## config.mk

```make
export PLATFORM = sky130hd
export DESIGN_NAME = websocket_frame_deframer_flat
export DESIGN_NICKNAME = d
export VERILOG_FILES = /design/src/hw/rtl/wsd_pkg.sv /design/src/hw/rtl/wsd_ifs.sv /design/src/hw/rtl/websocket_frame_deframer.sv /design/src/hw/rtl/wsd_in_reg.sv /design/src/hw/rtl/wsd_parser.sv /design/src/hw/rtl/wsd_out_reg.sv /design/src/flat_wrapper.sv
export SDC_FILE = /design/constraint.sdc
export NUM_CORES = 1
export LEC_CHECK = 0
export BUFFER_PORTS_ARGS = -buffer_cell sky130_fd_sc_hd__buf_2
export CORE_ASPECT_RATIO = 1.5
export CORE_MARGIN = 10
export CORE_UTILIZATION = 65
export CTS_CLUSTER_SIZE = 28
export DETAILED_ROUTE_END_ITERATION = 6
export HOLD_SLACK_MARGIN = 0.1
export PLACE_DENSITY = 0.83
export SLEW_MARGIN = 10
export SYNTH_ARGS = -nofsm -noshare
export SYNTH_HDL_FRONTEND = slang
export SYNTH_SLANG_ARGS = --single-unit
```

## constraint.sdc

```tcl
create_clock -name clk -period 5.6 [get_ports clk]
set_clock_uncertainty 0.15 [all_clocks]
set_input_delay 0.28 -clock clk [delete_from_list [all_inputs] [get_ports clk]]
set_output_delay 0.28 -clock clk [all_outputs]
set_load 0.02 [all_outputs]
```

## src/hw/rtl/wsd_pkg.sv

```systemverilog
// ----------------------------------------------------------------------------
// wsd_pkg: shared types and codes for the WebSocket frame deframer
// Field types, opcode and action codes, and the result record.
// ----------------------------------------------------------------------------
package wsd_pkg;

  localparam int LENGTH_BITS_DEF = 64;

  typedef logic [7:0] byte_t;
  typedef logic [6:0] opcode_t;

  localparam opcode_t OP_CONT  = 7'd0;
  localparam opcode_t OP_TEXT  = 7'd1;
  localparam opcode_t OP_BIN   = 7'd2;
  localparam opcode_t OP_CLOSE = 7'd8;
  localparam opcode_t OP_PING  = 7'd9;

  localparam logic KIND_DATA = 1'b0;
  localparam logic KIND_END  = 1'b1;

  typedef enum logic [1:0] {
    ACT_NONE  = 2'd0,
    ACT_MSG   = 2'd1,
    ACT_PONG  = 2'd2,
    ACT_CLOSE = 2'd3
  } action_t;

  typedef struct packed {
    logic    kind;
    byte_t   payload_byte;
    opcode_t frame_opcode_out;
    logic    ctrl_frame;
    logic    fin_flag;
    logic    frame_end;
    action_t action;
  } res_t;

endpackage

```

## src/hw/rtl/wsd_ifs.sv

```systemverilog
// ----------------------------------------------------------------------------
// wsd_ifs: channel interfaces of the WebSocket frame deframer
// Byte input channel and parsed result channel, valid/ready handshake.
// ----------------------------------------------------------------------------
interface wsd_in_if import wsd_pkg::*; ();
  logic  valid;
  logic  ready;
  byte_t rx_byte;

  modport source (output valid, output rx_byte, input ready);
  modport sink   (input valid, input rx_byte, output ready);
endinterface

interface wsd_out_if import wsd_pkg::*; ();
  logic    valid;
  logic    ready;
  logic    kind;
  byte_t   payload_byte;
  opcode_t frame_opcode_out;
  logic    ctrl_frame;
  logic    fin_flag;
  logic    frame_end;
  action_t action;

  modport source (output valid, output kind, output payload_byte, output frame_opcode_out,
                  output ctrl_frame, output fin_flag, output frame_end, output action,
                  input ready);
  modport sink   (input valid, input kind, input payload_byte, input frame_opcode_out,
                  input ctrl_frame, input fin_flag, input frame_end, input action,
                  output ready);
endinterface

```

## src/hw/rtl/websocket_frame_deframer.sv

```systemverilog
// ----------------------------------------------------------------------------
// websocket_frame_deframer: receive-side WebSocket frame parser
// Header parsing, payload unmasking and frame-end actions, one byte a cycle unless the receiver stalls.
// ----------------------------------------------------------------------------
// Usage:
//   in_bus carries the received connection stream, one byte per request.
//   out_bus carries at most one result per byte: an unmasked payload byte,
//   or an end marker for a frame with an empty payload, tagged with opcode,
//   control class, final flag, last-of-frame and the frame-end action.
//   Header bytes produce no result, except the one completing an empty frame.
//   After a close frame all further bytes are taken and dropped.
//   Throughput: one byte per cycle unless the receiver stalls, set by the
//   state update (phase, length counter decrement, key XOR) between the
//   input register and the result register.
//   Path: a byte accepted into the input register is parsed on its way into
//   the result register, from which its result is presented on out_bus.
//   Reset (rst_n low, synchronous) empties both registers and returns the
//   parser to the first header byte.
//   When the receiver stalls with a result waiting, the result register holds
//   and the parser stops, header bytes included; one more byte can sit in the
//   input register, after which in_bus.ready drops.
//   LENGTH_BITS sets the payload counter width; longer lengths saturate.
// ----------------------------------------------------------------------------
module websocket_frame_deframer import wsd_pkg::*; #(
  parameter int LENGTH_BITS = LENGTH_BITS_DEF
) (
  input  logic   clk,
  input  logic   rst_n,
  wsd_in_if.sink   in_bus,
  wsd_out_if.source out_bus
);

  logic  held_valid;
  byte_t held_byte;
  logic  can_load;
  logic  advance;
  logic  res_valid;
  res_t  res;
  res_t  out_res;

  assign advance = held_valid && can_load;

  wsd_in_reg u_in_reg (
    .clk        (clk),
    .rst_n      (rst_n),
    .in_valid   (in_bus.valid),
    .in_ready   (in_bus.ready),
    .in_byte    (in_bus.rx_byte),
    .advance    (advance),
    .held_valid (held_valid),
    .held_byte  (held_byte)
  );

  wsd_parser #(
    .LENGTH_BITS (LENGTH_BITS)
  ) u_parser (
    .clk       (clk),
    .rst_n     (rst_n),
    .step      (advance),
    .rx_byte   (held_byte),
    .res_valid (res_valid),
    .res       (res)
  );

  wsd_out_reg u_out_reg (
    .clk        (clk),
    .rst_n      (rst_n),
    .load       (advance),
    .load_valid (res_valid),
    .load_res   (res),
    .can_load   (can_load),
    .out_valid  (out_bus.valid),
    .out_ready  (out_bus.ready),
    .out_res    (out_res)
  );

  assign out_bus.kind             = out_res.kind;
  assign out_bus.payload_byte     = out_res.payload_byte;
  assign out_bus.frame_opcode_out = out_res.frame_opcode_out;
  assign out_bus.ctrl_frame       = out_res.ctrl_frame;
  assign out_bus.fin_flag         = out_res.fin_flag;
  assign out_bus.frame_end        = out_res.frame_end;
  assign out_bus.action           = out_res.action;

endmodule

```

## src/hw/rtl/wsd_in_reg.sv

```systemverilog
// ----------------------------------------------------------------------------
// wsd_in_reg: input byte register
// Holds one received byte until the parser can take it.
// ----------------------------------------------------------------------------
module wsd_in_reg import wsd_pkg::*; (
  input  logic  clk,
  input  logic  rst_n,
  input  logic  in_valid,
  output logic  in_ready,
  input  byte_t in_byte,
  input  logic  advance,
  output logic  held_valid,
  output byte_t held_byte
);

  logic  valid_r, valid_nxt;
  byte_t byte_r;

  assign in_ready   = !valid_r || advance;
  assign held_valid = valid_r;
  assign held_byte  = byte_r;

  always_comb begin
    valid_nxt = valid_r;
    if (in_valid && in_ready) begin
      valid_nxt = 1'b1;
    end else if (advance) begin
      valid_nxt = 1'b0;
    end
  end

  always_ff @(posedge clk) begin
    if (!rst_n) begin
      valid_r <= 1'b0;
    end else begin
      valid_r <= valid_nxt;
    end
    if (in_valid && in_ready) begin
      byte_r <= in_byte;
    end
  end

endmodule

```

## src/hw/rtl/wsd_parser.sv

```systemverilog
// ----------------------------------------------------------------------------
// wsd_parser: frame header parser and payload unmasker
// Walks the header, collects length and key, unmasks payload bytes.
// ----------------------------------------------------------------------------
module wsd_parser import wsd_pkg::*; #(
  parameter int LENGTH_BITS = LENGTH_BITS_DEF
) (
  input  logic  clk,
  input  logic  rst_n,
  input  logic  step,
  input  byte_t rx_byte,
  output logic  res_valid,
  output res_t  res
);

  typedef enum logic [2:0] {
    PH_HDR0, PH_HDR1, PH_EXT, PH_KEY, PH_DATA, PH_CLOSED
  } phase_t;

  typedef logic [LENGTH_BITS-1:0] len_t;

  phase_t      phase_r, phase_nxt;
  logic [3:0]  ext_left_r, ext_left_nxt;
  logic [2:0]  mask_left_r, mask_left_nxt;
  len_t        len_r, len_nxt;
  logic        ovf_r, ovf_nxt;
  logic [31:0] key_r, key_nxt;
  logic [1:0]  idx_r, idx_nxt;
  opcode_t     op_r, op_nxt;
  logic        final_r, final_nxt;
  logic        masked_r, masked_nxt;

  logic        ctrl;
  action_t     fin_act;
  phase_t      fin_phase;
  len_t        len_sh;
  len_t        hd_len;
  logic        hd_ovf;
  logic        hd_go;
  logic [3:0]  ext_dec;
  logic [2:0]  mask_dec;
  logic [1:0]  idx_inv;
  byte_t       key_byte;

  assign ctrl = !(op_r == OP_CONT || op_r == OP_TEXT || op_r == OP_BIN);

  // frame-end action and the phase that follows it
  always_comb begin
    fin_phase = PH_HDR0;
    if (!ctrl) begin
      fin_act = final_r ? ACT_MSG : ACT_NONE;
    end else if (op_r == OP_CLOSE) begin
      fin_act   = ACT_CLOSE;
      fin_phase = PH_CLOSED;
    end else if (op_r == OP_PING) begin
      fin_act = ACT_PONG;
    end else begin
      fin_act = ACT_NONE;
    end
  end

  assign len_sh   = {len_r[LENGTH_BITS-9:0], rx_byte};
  assign ext_dec  = (ext_left_r != 4'd0) ? ext_left_r - 4'd1 : 4'd0;
  assign mask_dec = (mask_left_r != 3'd0) ? mask_left_r - 3'd1 : 3'd0;
  assign idx_inv  = 2'd3 - idx_r;
  assign key_byte = key_r[{idx_inv, 3'b000} +: 8];

  always_comb begin
    phase_nxt     = phase_r;
    ext_left_nxt  = ext_left_r;
    mask_left_nxt = mask_left_r;
    len_nxt       = len_r;
    ovf_nxt       = ovf_r;
    key_nxt       = key_r;
    idx_nxt       = idx_r;
    op_nxt        = op_r;
    final_nxt     = final_r;
    masked_nxt    = masked_r;
    hd_go         = 1'b0;
    hd_len        = len_r;
    hd_ovf        = ovf_r;
    res_valid     = 1'b0;
    res           = '0;
    res.frame_opcode_out = op_r;
    res.ctrl_frame       = ctrl;
    res.fin_flag         = final_r;
    res.action           = ACT_NONE;

    unique case (phase_r)
      PH_HDR0: begin
        final_nxt = rx_byte[7];
        op_nxt    = rx_byte[6:0];
        phase_nxt = PH_HDR1;
      end
      PH_HDR1: begin
        masked_nxt    = rx_byte[7];
        key_nxt       = '0;
        ovf_nxt       = 1'b0;
        mask_left_nxt = rx_byte[7] ? 3'd4 : 3'd0;
        if (rx_byte[6:0] == 7'd126) begin
          ext_left_nxt = 4'd2;
          len_nxt      = '0;
          phase_nxt    = PH_EXT;
        end else if (rx_byte[6:0] == 7'd127) begin
          ext_left_nxt = 4'd8;
          len_nxt      = '0;
          phase_nxt    = PH_EXT;
        end else begin
          ext_left_nxt = 4'd0;
          len_nxt      = len_t'(rx_byte[6:0]);
          if (rx_byte[7]) begin
            phase_nxt = PH_KEY;
          end else begin
            hd_go  = 1'b1;
            hd_len = len_t'(rx_byte[6:0]);
            hd_ovf = 1'b0;
          end
        end
      end
      PH_EXT: begin
        len_nxt      = len_sh;
        // bits shifted past the top of the counter mean saturation
        ovf_nxt      = ovf_r | (|len_r[LENGTH_BITS-1 -: 8]);
        ext_left_nxt = ext_dec;
        if (ext_dec == 4'd0) begin
          if (masked_r) begin
            phase_nxt = PH_KEY;
          end else begin
            hd_go  = 1'b1;
            hd_len = len_sh;
            hd_ovf = ovf_nxt;
          end
        end
      end
      PH_KEY: begin
        key_nxt       = {key_r[23:0], rx_byte};
        mask_left_nxt = mask_dec;
        if (mask_dec == 3'd0) begin
          hd_go = 1'b1;
        end
      end
      PH_DATA: begin
        res_valid        = 1'b1;
        res.kind         = KIND_DATA;
        res.payload_byte = masked_r ? (rx_byte ^ key_byte) : rx_byte;
        if (masked_r) begin
          idx_nxt = idx_r + 2'd1;
        end
        len_nxt = (len_r != '0) ? len_r - len_t'(1) : '0;
        if (len_r <= len_t'(1)) begin
          res.frame_end = 1'b1;
          res.action    = fin_act;
          phase_nxt     = fin_phase;
        end
      end
      PH_CLOSED: begin
      end
      default: begin
        phase_nxt = PH_HDR0;
      end
    endcase

    // header complete: start payload or mark an empty frame
    if (hd_go) begin
      idx_nxt = 2'd0;
      if (hd_ovf) begin
        len_nxt   = '1;
        phase_nxt = PH_DATA;
      end else if (hd_len == '0) begin
        len_nxt       = '0;
        res_valid     = 1'b1;
        res.kind      = KIND_END;
        res.frame_end = 1'b1;
        res.action    = fin_act;
        phase_nxt     = fin_phase;
      end else begin
        len_nxt   = hd_len;
        phase_nxt = PH_DATA;
      end
    end

    if (!step) begin
      res_valid = 1'b0;
    end
  end

  always_ff @(posedge clk) begin
    if (!rst_n) begin
      phase_r     <= PH_HDR0;
      ext_left_r  <= '0;
      mask_left_r <= '0;
      len_r       <= '0;
      ovf_r       <= 1'b0;
      key_r       <= '0;
      idx_r       <= '0;
      op_r        <= '0;
      final_r     <= 1'b0;
      masked_r    <= 1'b0;
    end else if (step) begin
      phase_r     <= phase_nxt;
      ext_left_r  <= ext_left_nxt;
      mask_left_r <= mask_left_nxt;
      len_r       <= len_nxt;
      ovf_r       <= ovf_nxt;
      key_r       <= key_nxt;
      idx_r       <= idx_nxt;
      op_r        <= op_nxt;
      final_r     <= final_nxt;
      masked_r    <= masked_nxt;
    end
  end

endmodule

```

## src/hw/rtl/wsd_out_reg.sv

```systemverilog
// ----------------------------------------------------------------------------
// wsd_out_reg: result register
// Holds one parsed result until the receiver takes it.
// ----------------------------------------------------------------------------
module wsd_out_reg import wsd_pkg::*; (
  input  logic clk,
  input  logic rst_n,
  input  logic load,
  input  logic load_valid,
  input  res_t load_res,
  output logic can_load,
  output logic out_valid,
  input  logic out_ready,
  output res_t out_res
);

  logic valid_r, valid_nxt;
  res_t res_r;

  assign can_load  = !valid_r || out_ready;
  assign out_valid = valid_r;
  assign out_res   = res_r;

  always_comb begin
    valid_nxt = valid_r;
    if (can_load) begin
      valid_nxt = load && load_valid;
    end
  end

  always_ff @(posedge clk) begin
    if (!rst_n) begin
      valid_r <= 1'b0;
    end else begin
      valid_r <= valid_nxt;
    end
    if (can_load && load && load_valid) begin
      res_r <= load_res;
    end
  end

endmodule
```

## src/flat_wrapper.sv

```systemverilog
// flat-port wrapper written by rule: the top's interface ports become plain ports
module websocket_frame_deframer_flat import wsd_pkg::*;
#(
  parameter int LENGTH_BITS = LENGTH_BITS_DEF
)
  (clk, rst_n, in_bus_valid, in_bus_rx_byte, in_bus_ready, out_bus_valid, out_bus_kind, out_bus_payload_byte, out_bus_frame_opcode_out, out_bus_ctrl_frame, out_bus_fin_flag, out_bus_frame_end, out_bus_action, out_bus_ready);
  wsd_in_if in_bus_i ();
  wsd_out_if out_bus_i ();
  input  logic clk;
  input  logic rst_n;
  input wire logic [$bits(in_bus_i.valid)-1:0] in_bus_valid;
  input wire logic [$bits(in_bus_i.rx_byte)-1:0] in_bus_rx_byte;
  output wire logic [$bits(in_bus_i.ready)-1:0] in_bus_ready;
  output wire logic [$bits(out_bus_i.valid)-1:0] out_bus_valid;
  output wire logic [$bits(out_bus_i.kind)-1:0] out_bus_kind;
  output wire logic [$bits(out_bus_i.payload_byte)-1:0] out_bus_payload_byte;
  output wire logic [$bits(out_bus_i.frame_opcode_out)-1:0] out_bus_frame_opcode_out;
  output wire logic [$bits(out_bus_i.ctrl_frame)-1:0] out_bus_ctrl_frame;
  output wire logic [$bits(out_bus_i.fin_flag)-1:0] out_bus_fin_flag;
  output wire logic [$bits(out_bus_i.frame_end)-1:0] out_bus_frame_end;
  output wire logic [$bits(out_bus_i.action)-1:0] out_bus_action;
  input wire logic [$bits(out_bus_i.ready)-1:0] out_bus_ready;
  assign in_bus_i.valid = in_bus_valid;
  assign in_bus_i.rx_byte = in_bus_rx_byte;
  assign in_bus_ready = in_bus_i.ready;
  assign out_bus_valid = out_bus_i.valid;
  assign out_bus_kind = out_bus_i.kind;
  assign out_bus_payload_byte = out_bus_i.payload_byte;
  assign out_bus_frame_opcode_out = out_bus_i.frame_opcode_out;
  assign out_bus_ctrl_frame = out_bus_i.ctrl_frame;
  assign out_bus_fin_flag = out_bus_i.fin_flag;
  assign out_bus_frame_end = out_bus_i.frame_end;
  assign out_bus_action = out_bus_i.action;
  assign out_bus_i.ready = out_bus_ready;
  websocket_frame_deframer #(.LENGTH_BITS(LENGTH_BITS)) u_core (.clk(clk), .rst_n(rst_n), .in_bus(in_bus_i), .out_bus(out_bus_i));
endmodule
```

# Word level (Yosys, flattened, before mapping)

Cells that the tools add are included.
Widths: inputs -> output; s select.

Output and inout port bits: 23
Logic and storage cells: 150
Input bits: 12
Flip-flop bits (word level): 149

Shift-type cells: 1
Eq/ne operators: 16
Reductions and logical operators: 35
Bitwise logic cells: 2
$add $sub $neg: 5
Order comparisons: 1
Multiplexer cells: 70

Operators by type and width:

| operator              | number |
|---|---|
| $mux 64               | 9 |
| $pmux 64 s3           | 1 |
| $pmux 64 s2           | 1 |
| $le 64x1->1 const B   | 1 |
| $logic_not 64->1      | 1 |
| $pmux 32 s2           | 1 |
| $reduce_bool 64->1    | 1 |
| $sub 64x1->64 const B | 1 |
| $mux 3                | 18 |
| $shiftx 32x6->8       | 1 |
| $mux 1                | 22 |
| $pmux 3 s5            | 1 |
| $eq 7x4->1 const B    | 2 |
| $eq 7x7->1 const B    | 2 |
| $mux 7                | 2 |
| $mux 2                | 6 |
| $mux 4                | 3 |
| $reduce_and 2->1      | 5 |
| $reduce_bool 2->1     | 5 |
| $ne 3x3->1 const B    | 3 |
| $mux 8                | 1 |
| $pmux 4 s2            | 1 |
| $reduce_bool 4->1     | 2 |
| $reduce_or 8->1       | 1 |
| 26 further kinds      | 39 |

# Logic depth before layout (Yosys ltp)

Depth in word-level cells: 11
Depth in mapped cells: 12
Gate-level depth less buffers: 9

# Cells and area by module

A second synthesis with hierarchy kept.

Cell total of the unflattened synthesis: 1,174
Area total of the unflattened synthesis: 9,389.0 um^2

Modules (own cells, without submodules):

| module                   | cells an instance | instances | area each (um^2) | sequential area each (um^2) |
|---|---|---|---|---|
| wsd_parser               | 1,134             | 1         | 8,389.3          | 2,362.3 |
| wsd_out_reg              | 26                | 1         | 695.7            | 650.6 |
| wsd_in_reg               | 13                | 1         | 297.8            | 260.2 |
| websocket_frame_deframer | 1                 | 1         | 6.3              | 0.0 |

# Worst setup path before layout

Ideal clock, no wire load.

Kind: register to register
From: register u_core.u_in_reg.byte_r[7] (netlist: u_core.u_in_reg.held_byte[7])
To: register u_core.u_out_reg.res_r, in the netlist u_core.u_out_reg.out_res[0], enable pin
Library setup time: 399 ps
Required time: 5,051 ps
Arrival: 3,061 ps
Setup slack: 1,991 ps
Period minus slack after synthesis: 3,609 ps
Stages on the path, launching flop included: 9
Path buffers: 1
Cell sequence: edfxtp_1 -> buf_2 -> or4b_2 -> o21bai_1 -> o311ai_0 -> o211ai_1 -> nor4_1 -> nor2_1 -> nor2_1

Cells in the longest elaborated chain, start to end: 10
Elaborated cells between the ends (all ways): 20
Classes of those cells: mux: 18; reduce/logical: 2

RTL lines:

| what                     | RTL line          | RTL |
|---|---|---|
| start: declaration       | wsd_in_reg.sv:17  | `byte_t byte_r;` |
| start signal: assignment | wsd_in_reg.sv:39  | `byte_r <= in_byte;` |
| $mux 64                  | wsd_parser.sv:111 | `if (rx_byte[7]) begin` |
| $mux 64                  | wsd_parser.sv:104 | `end else if (rx_byte[6:0] == 7'd127) begin` |
| $mux 64                  | wsd_parser.sv:100 | `if (rx_byte[6:0] == 7'd126) begin` |
| $pmux 64 s2              | wsd_parser.sv:89  | `unique case (phase_r)` |
| $logic_not 64->1         | wsd_parser.sv:169 | `end else if (hd_len == '0) begin` |
| $mux 1                   | wsd_parser.sv:169 |  |
| $mux 1                   | wsd_parser.sv:166 | `if (hd_ovf) begin` |
| $mux 1 *                 | wsd_parser.sv:164 | `if (hd_go) begin` |
| $mux 1 *                 | wsd_parser.sv:182 | `if (!step) begin` |
| $logic_and 1x1->1 *      | wsd_out_reg.sv:37 | `if (can_load && load && load_valid) begin` |
| end signal: assignment   | wsd_out_reg.sv:38 | `res_r <= load_res;` |
| end: declaration         | wsd_out_reg.sv:18 | `res_t res_r;` |

Every way passes the cells marked *; elsewhere a longest branch is shown, timed or not.
A chain may end at the register's enable or synchronous reset.

# Final worst setup path

From: register u_core.u_parser.phase_r[1]
To: register u_core.u_out_reg.res_r, in the netlist u_core.u_out_reg.out_res[2], enable pin

Cells in the longest elaborated chain, start to end: 8
Elaborated cells between the ends (all ways): 14
Classes of those cells: eq/ne: 4; mux: 8; reduce/logical: 2

RTL lines:

| what                                            | RTL line          | RTL |
|---|---|---|
| start: declaration                              | wsd_parser.sv:22  | `phase_t phase_r, phase_nxt;` |
| start signal: assignment                        | wsd_parser.sv:200 | `phase_r <= phase_nxt;` |
| $eq 3x2->1 / $eq 3x1->1 (equally long branches) | wsd_parser.sv:89  |  |
| $pmux 64 s2                                     | wsd_parser.sv:89  |  |
| $logic_not 64->1                                | wsd_parser.sv:169 |  |
| $mux 1                                          | wsd_parser.sv:169 |  |
| $mux 1                                          | wsd_parser.sv:166 |  |
| $mux 1 *                                        | wsd_parser.sv:164 |  |
| $mux 1 *                                        | wsd_parser.sv:182 |  |
| $logic_and 1x1->1 *                             | wsd_out_reg.sv:37 |  |

Marked as above.

==> metrics.txt <==
Die Wd=117 um; vias in the first global route=9085; Hold Crit Class=input pin to flop; Syn Nets=1122; WP data arrival=4.35 ns; CP Launch Type=flop; post-synthesis sequential area ratio=35.8%; Post-synth EDFFs=29; total routed wirelength=30500 um; Worst R2R End=u_core.u_out_reg.out_res[2]$_DFFE_PP_; area leader, netlist=dfxtp_1; WP data required=5.58 ns; Port Buf Inserts=34; Ys Warns=0; crit-path max FO=64; initial drt markers=1215; met2 wire length=14200 um; DP Wirelength=19400 um; clock sink count=149; Clk Tree Root Cell=clkbuf_16; status=complete, but fails checks; nets=1082; CP max stage cell=buf_4; Slew HR=25.2%; Overflow after GRT=0; P&R area growth vs syn=8.12%; top cell type's share of synthesized area=26.3%; Setup CP Type=flop to flop; Worst path max stage delay=0.60 ns; fmax=0.229 GHz; metal3 WL=3210 um; most frequent cells in the layout=dfxtp_1, nand2_1, nor2_1; R2R Setup Slk=1.23 ns; Synth cell types=78; Post-synth top flop=dfxtp_1; layout cells sized above 1=11.6%; final cell count without fillers=1244; TritonCTS clock tree=done; Starting Density=65.7%; Post-CTS Resized=0; Finish-stage setup viols=0; met1 WL=10500 um; final period utilization=78.1%; CP most frequent cell=buf_4; gpl congestion=0.985; Post-synth ARST share=0%; Hold EP=u_core.u_parser.len_r[25]$_SDFFE_PN0P_; first drt pass iteration count=7; failing checks=design-rule violations; Inserted Diodes=0; GRT Util Overall=31.6%; Max VDD drop=0.245 mV; largest net degree at the start of global routing=71; Max Buffers Root-to-Sink=2; die height=165 um; leakage=0.00355 uW; worst reg2reg startpoint=u_core.u_parser.phase_r[1]$_SDFFE_PN0P_; Area contributors post-synth=dfxtp_1, edfxtp_1, a221oi_1; Placed Instances=1202; most common cell after layout, fill and taps aside=dfxtp_1; postcts setup bufs=0; flops & latches, synth=149; syn_area_per_cell=8.27 sq um; setup tns final=0 ns; fin crit period=4.37 ns; Least-Margin Pin Slew=1.12 ns; Hold Path Depth=3; Power per Cell Area=332 nW/um^2; Max Used Layer=met4; I/O Pins=35; Final Hold Fails=0; routed vias/inst=7.68; die footprint=19300 sq um; cells after synthesis=1106; max-cap viol count=0; Routed WL per cell=24.5 um; reg2reg path depth=10; worst skew pair latency=0.43 ns; Synth Cell Area=9150 sq um; H-tree Lvls=4; DRT antenna net count=0; Core Area=13900 sq um; first-pass GRT wire length=48200 um; RSZ-0062 raised after global routing=false; Reg clk slew, reported paths=0.07 ns; # DRC=9; Final Max Tran Viols=0; worst-path cell chain=buf_4 > nor3b_2 > buf_4 > nand2_1 > a2111oi_0 > o22ai_1 > nor4_1 > nor2_1 > nor2_2 > buf_4; std cell rows=53; CTS Buf Count=17; via count=9557; Setup crit end kind=flop; # fillers=1069; initial antenna violation count=0; hold path start=rst_n
## report_power, final
part	total, uW	leakage, uW	switching [uW]	internal (uW)
Clock	1140	0.000288	545	598
Combinational	953	0.00204	647	306
Sequential	1180	0.00122	59.1	1120
## worst max path at each step
stage	start	end	slack (ns)	depth (start not counted)
global placement	u_core.u_parser.phase_r[1]$_SDFFE_PN0P_	u_core.u_out_reg.out_res[10]$_DFFE_PP_	1.46	10
detailed placement	u_core.u_parser.phase_r[1]$_SDFFE_PN0P_	u_core.u_out_reg.out_res[11]$_DFFE_PP_	1.28	10
finish	u_core.u_parser.phase_r[1]$_SDFFE_PN0P_	u_core.u_out_reg.out_res[2]$_DFFE_PP_	1.23	10
floorplan	u_core.u_in_reg.held_byte[7]$_DFFE_PP_	u_core.u_out_reg.out_res[0]$_DFFE_PP_	1.99	8
global route	u_core.u_parser.phase_r[1]$_SDFFE_PN0P_	u_core.u_out_reg.out_res[5]$_DFFE_PP_	0.93	10
CTS	u_core.u_parser.phase_r[1]$_SDFFE_PN0P_	u_core.u_out_reg.out_res[2]$_DFFE_PP_	1.29	10
## critical path, delay by kind of cell (launching register included)
kind	cells	cell delay, ns
flops	1	0.31
compound gates	2	0.66
simple gates	5	1.65
buf+inv	3	1.27
## cell families (layout without fill, tap and decap cells)
group	count (synthesis)	count (layout)	synth area share, %
muxes	18	18	3.06
xor gates and xnor gates	15	15	1.44
DFF	149	149	35.8
adders and majority gates	4	4	0.547
AOI/OAI and AO/OA	365	365	29.7
buffers and inverters	135	108	5.98
and+or+nand+nor	420	420	23.5
## cell usage after synthesis, drive strengths merged (10+ instances only)
library cell	n
a32o	10
nor2	86
nand2	104
dfxtp	120
inv	14
o32ai	20
a211oi	15
and3	11
clkbuf	102
xor2	11
a21boi	38
nor3	42
mux2i	10
buf	19
or3	12
nor4	36
a31oi	13
nand3	54
edfxtp	29
nand4	13
o21ai	67
a221oi	58
a221o	16
a21oi	33
nor2b	14
## sequential cells by signal (all words and copies together) (netlist names)
name	flops
u_core.u_parser.len_r	64
u_core.u_parser.key_r	32
u_core.u_out_reg.out_res	21
u_core.u_in_reg.held_byte	8
u_core.u_parser.op_r	7
u_core.u_parser.ext_left_r	4
u_core.u_parser.mask_left_r	3
u_core.u_parser.phase_r	3
u_core.u_parser.idx_r	2
u_core.u_in_reg.held_valid	1
u_core.u_out_reg.out_valid	1
u_core.u_parser.final_r	1
u_core.u_parser.masked_r	1
u_core.u_parser.ovf_r	1
## through the flow
stage          cell area (sq um)  worst slack [ns]  utilization [%]  hold WS [ns]  power, uW
3_5_place_dp                9210              1.28             66.1         0.291       2100
6_report                    9890              1.23             71.0         0.119       3280
5_1_grt                     9890             0.927             71.0         0.119       3390
2_1_floorplan               9150              1.99                -         0.229       1860
3_3_place_gp                9210              1.46             66.1         0.293       2090
4_1_cts                     9890              1.29             71.0         0.102       3230
## repair_timing
item | CTS | global route
hold endpoints to repair | 9 | 0
endpoints found under the setup margin | 0 | 0
hold buffers | 10 | 0
## metal layers
metal,global-route usage (%),up-vias
li1,-,4183
met4,24.2,0
met2,50.5,746
met1,35.8,4388
met3,7.19,240
met5,0,-
## cell type report
class / count / area [sq um] / share of cell area (%)
clock inverter: 15 / 156 / 1.58
timing repair buffer: 62 / 405 / 4.10
sequential: 149 / 3270 / 33.1
clock buffer: 17 / 425 / 4.30
inverter: 14 / 52.6 / 0.531
tap: 165 / 206 / 2.09
multi-input combinational: 822 / 5370 / 54.3
(Power assumes the default switching activity.)
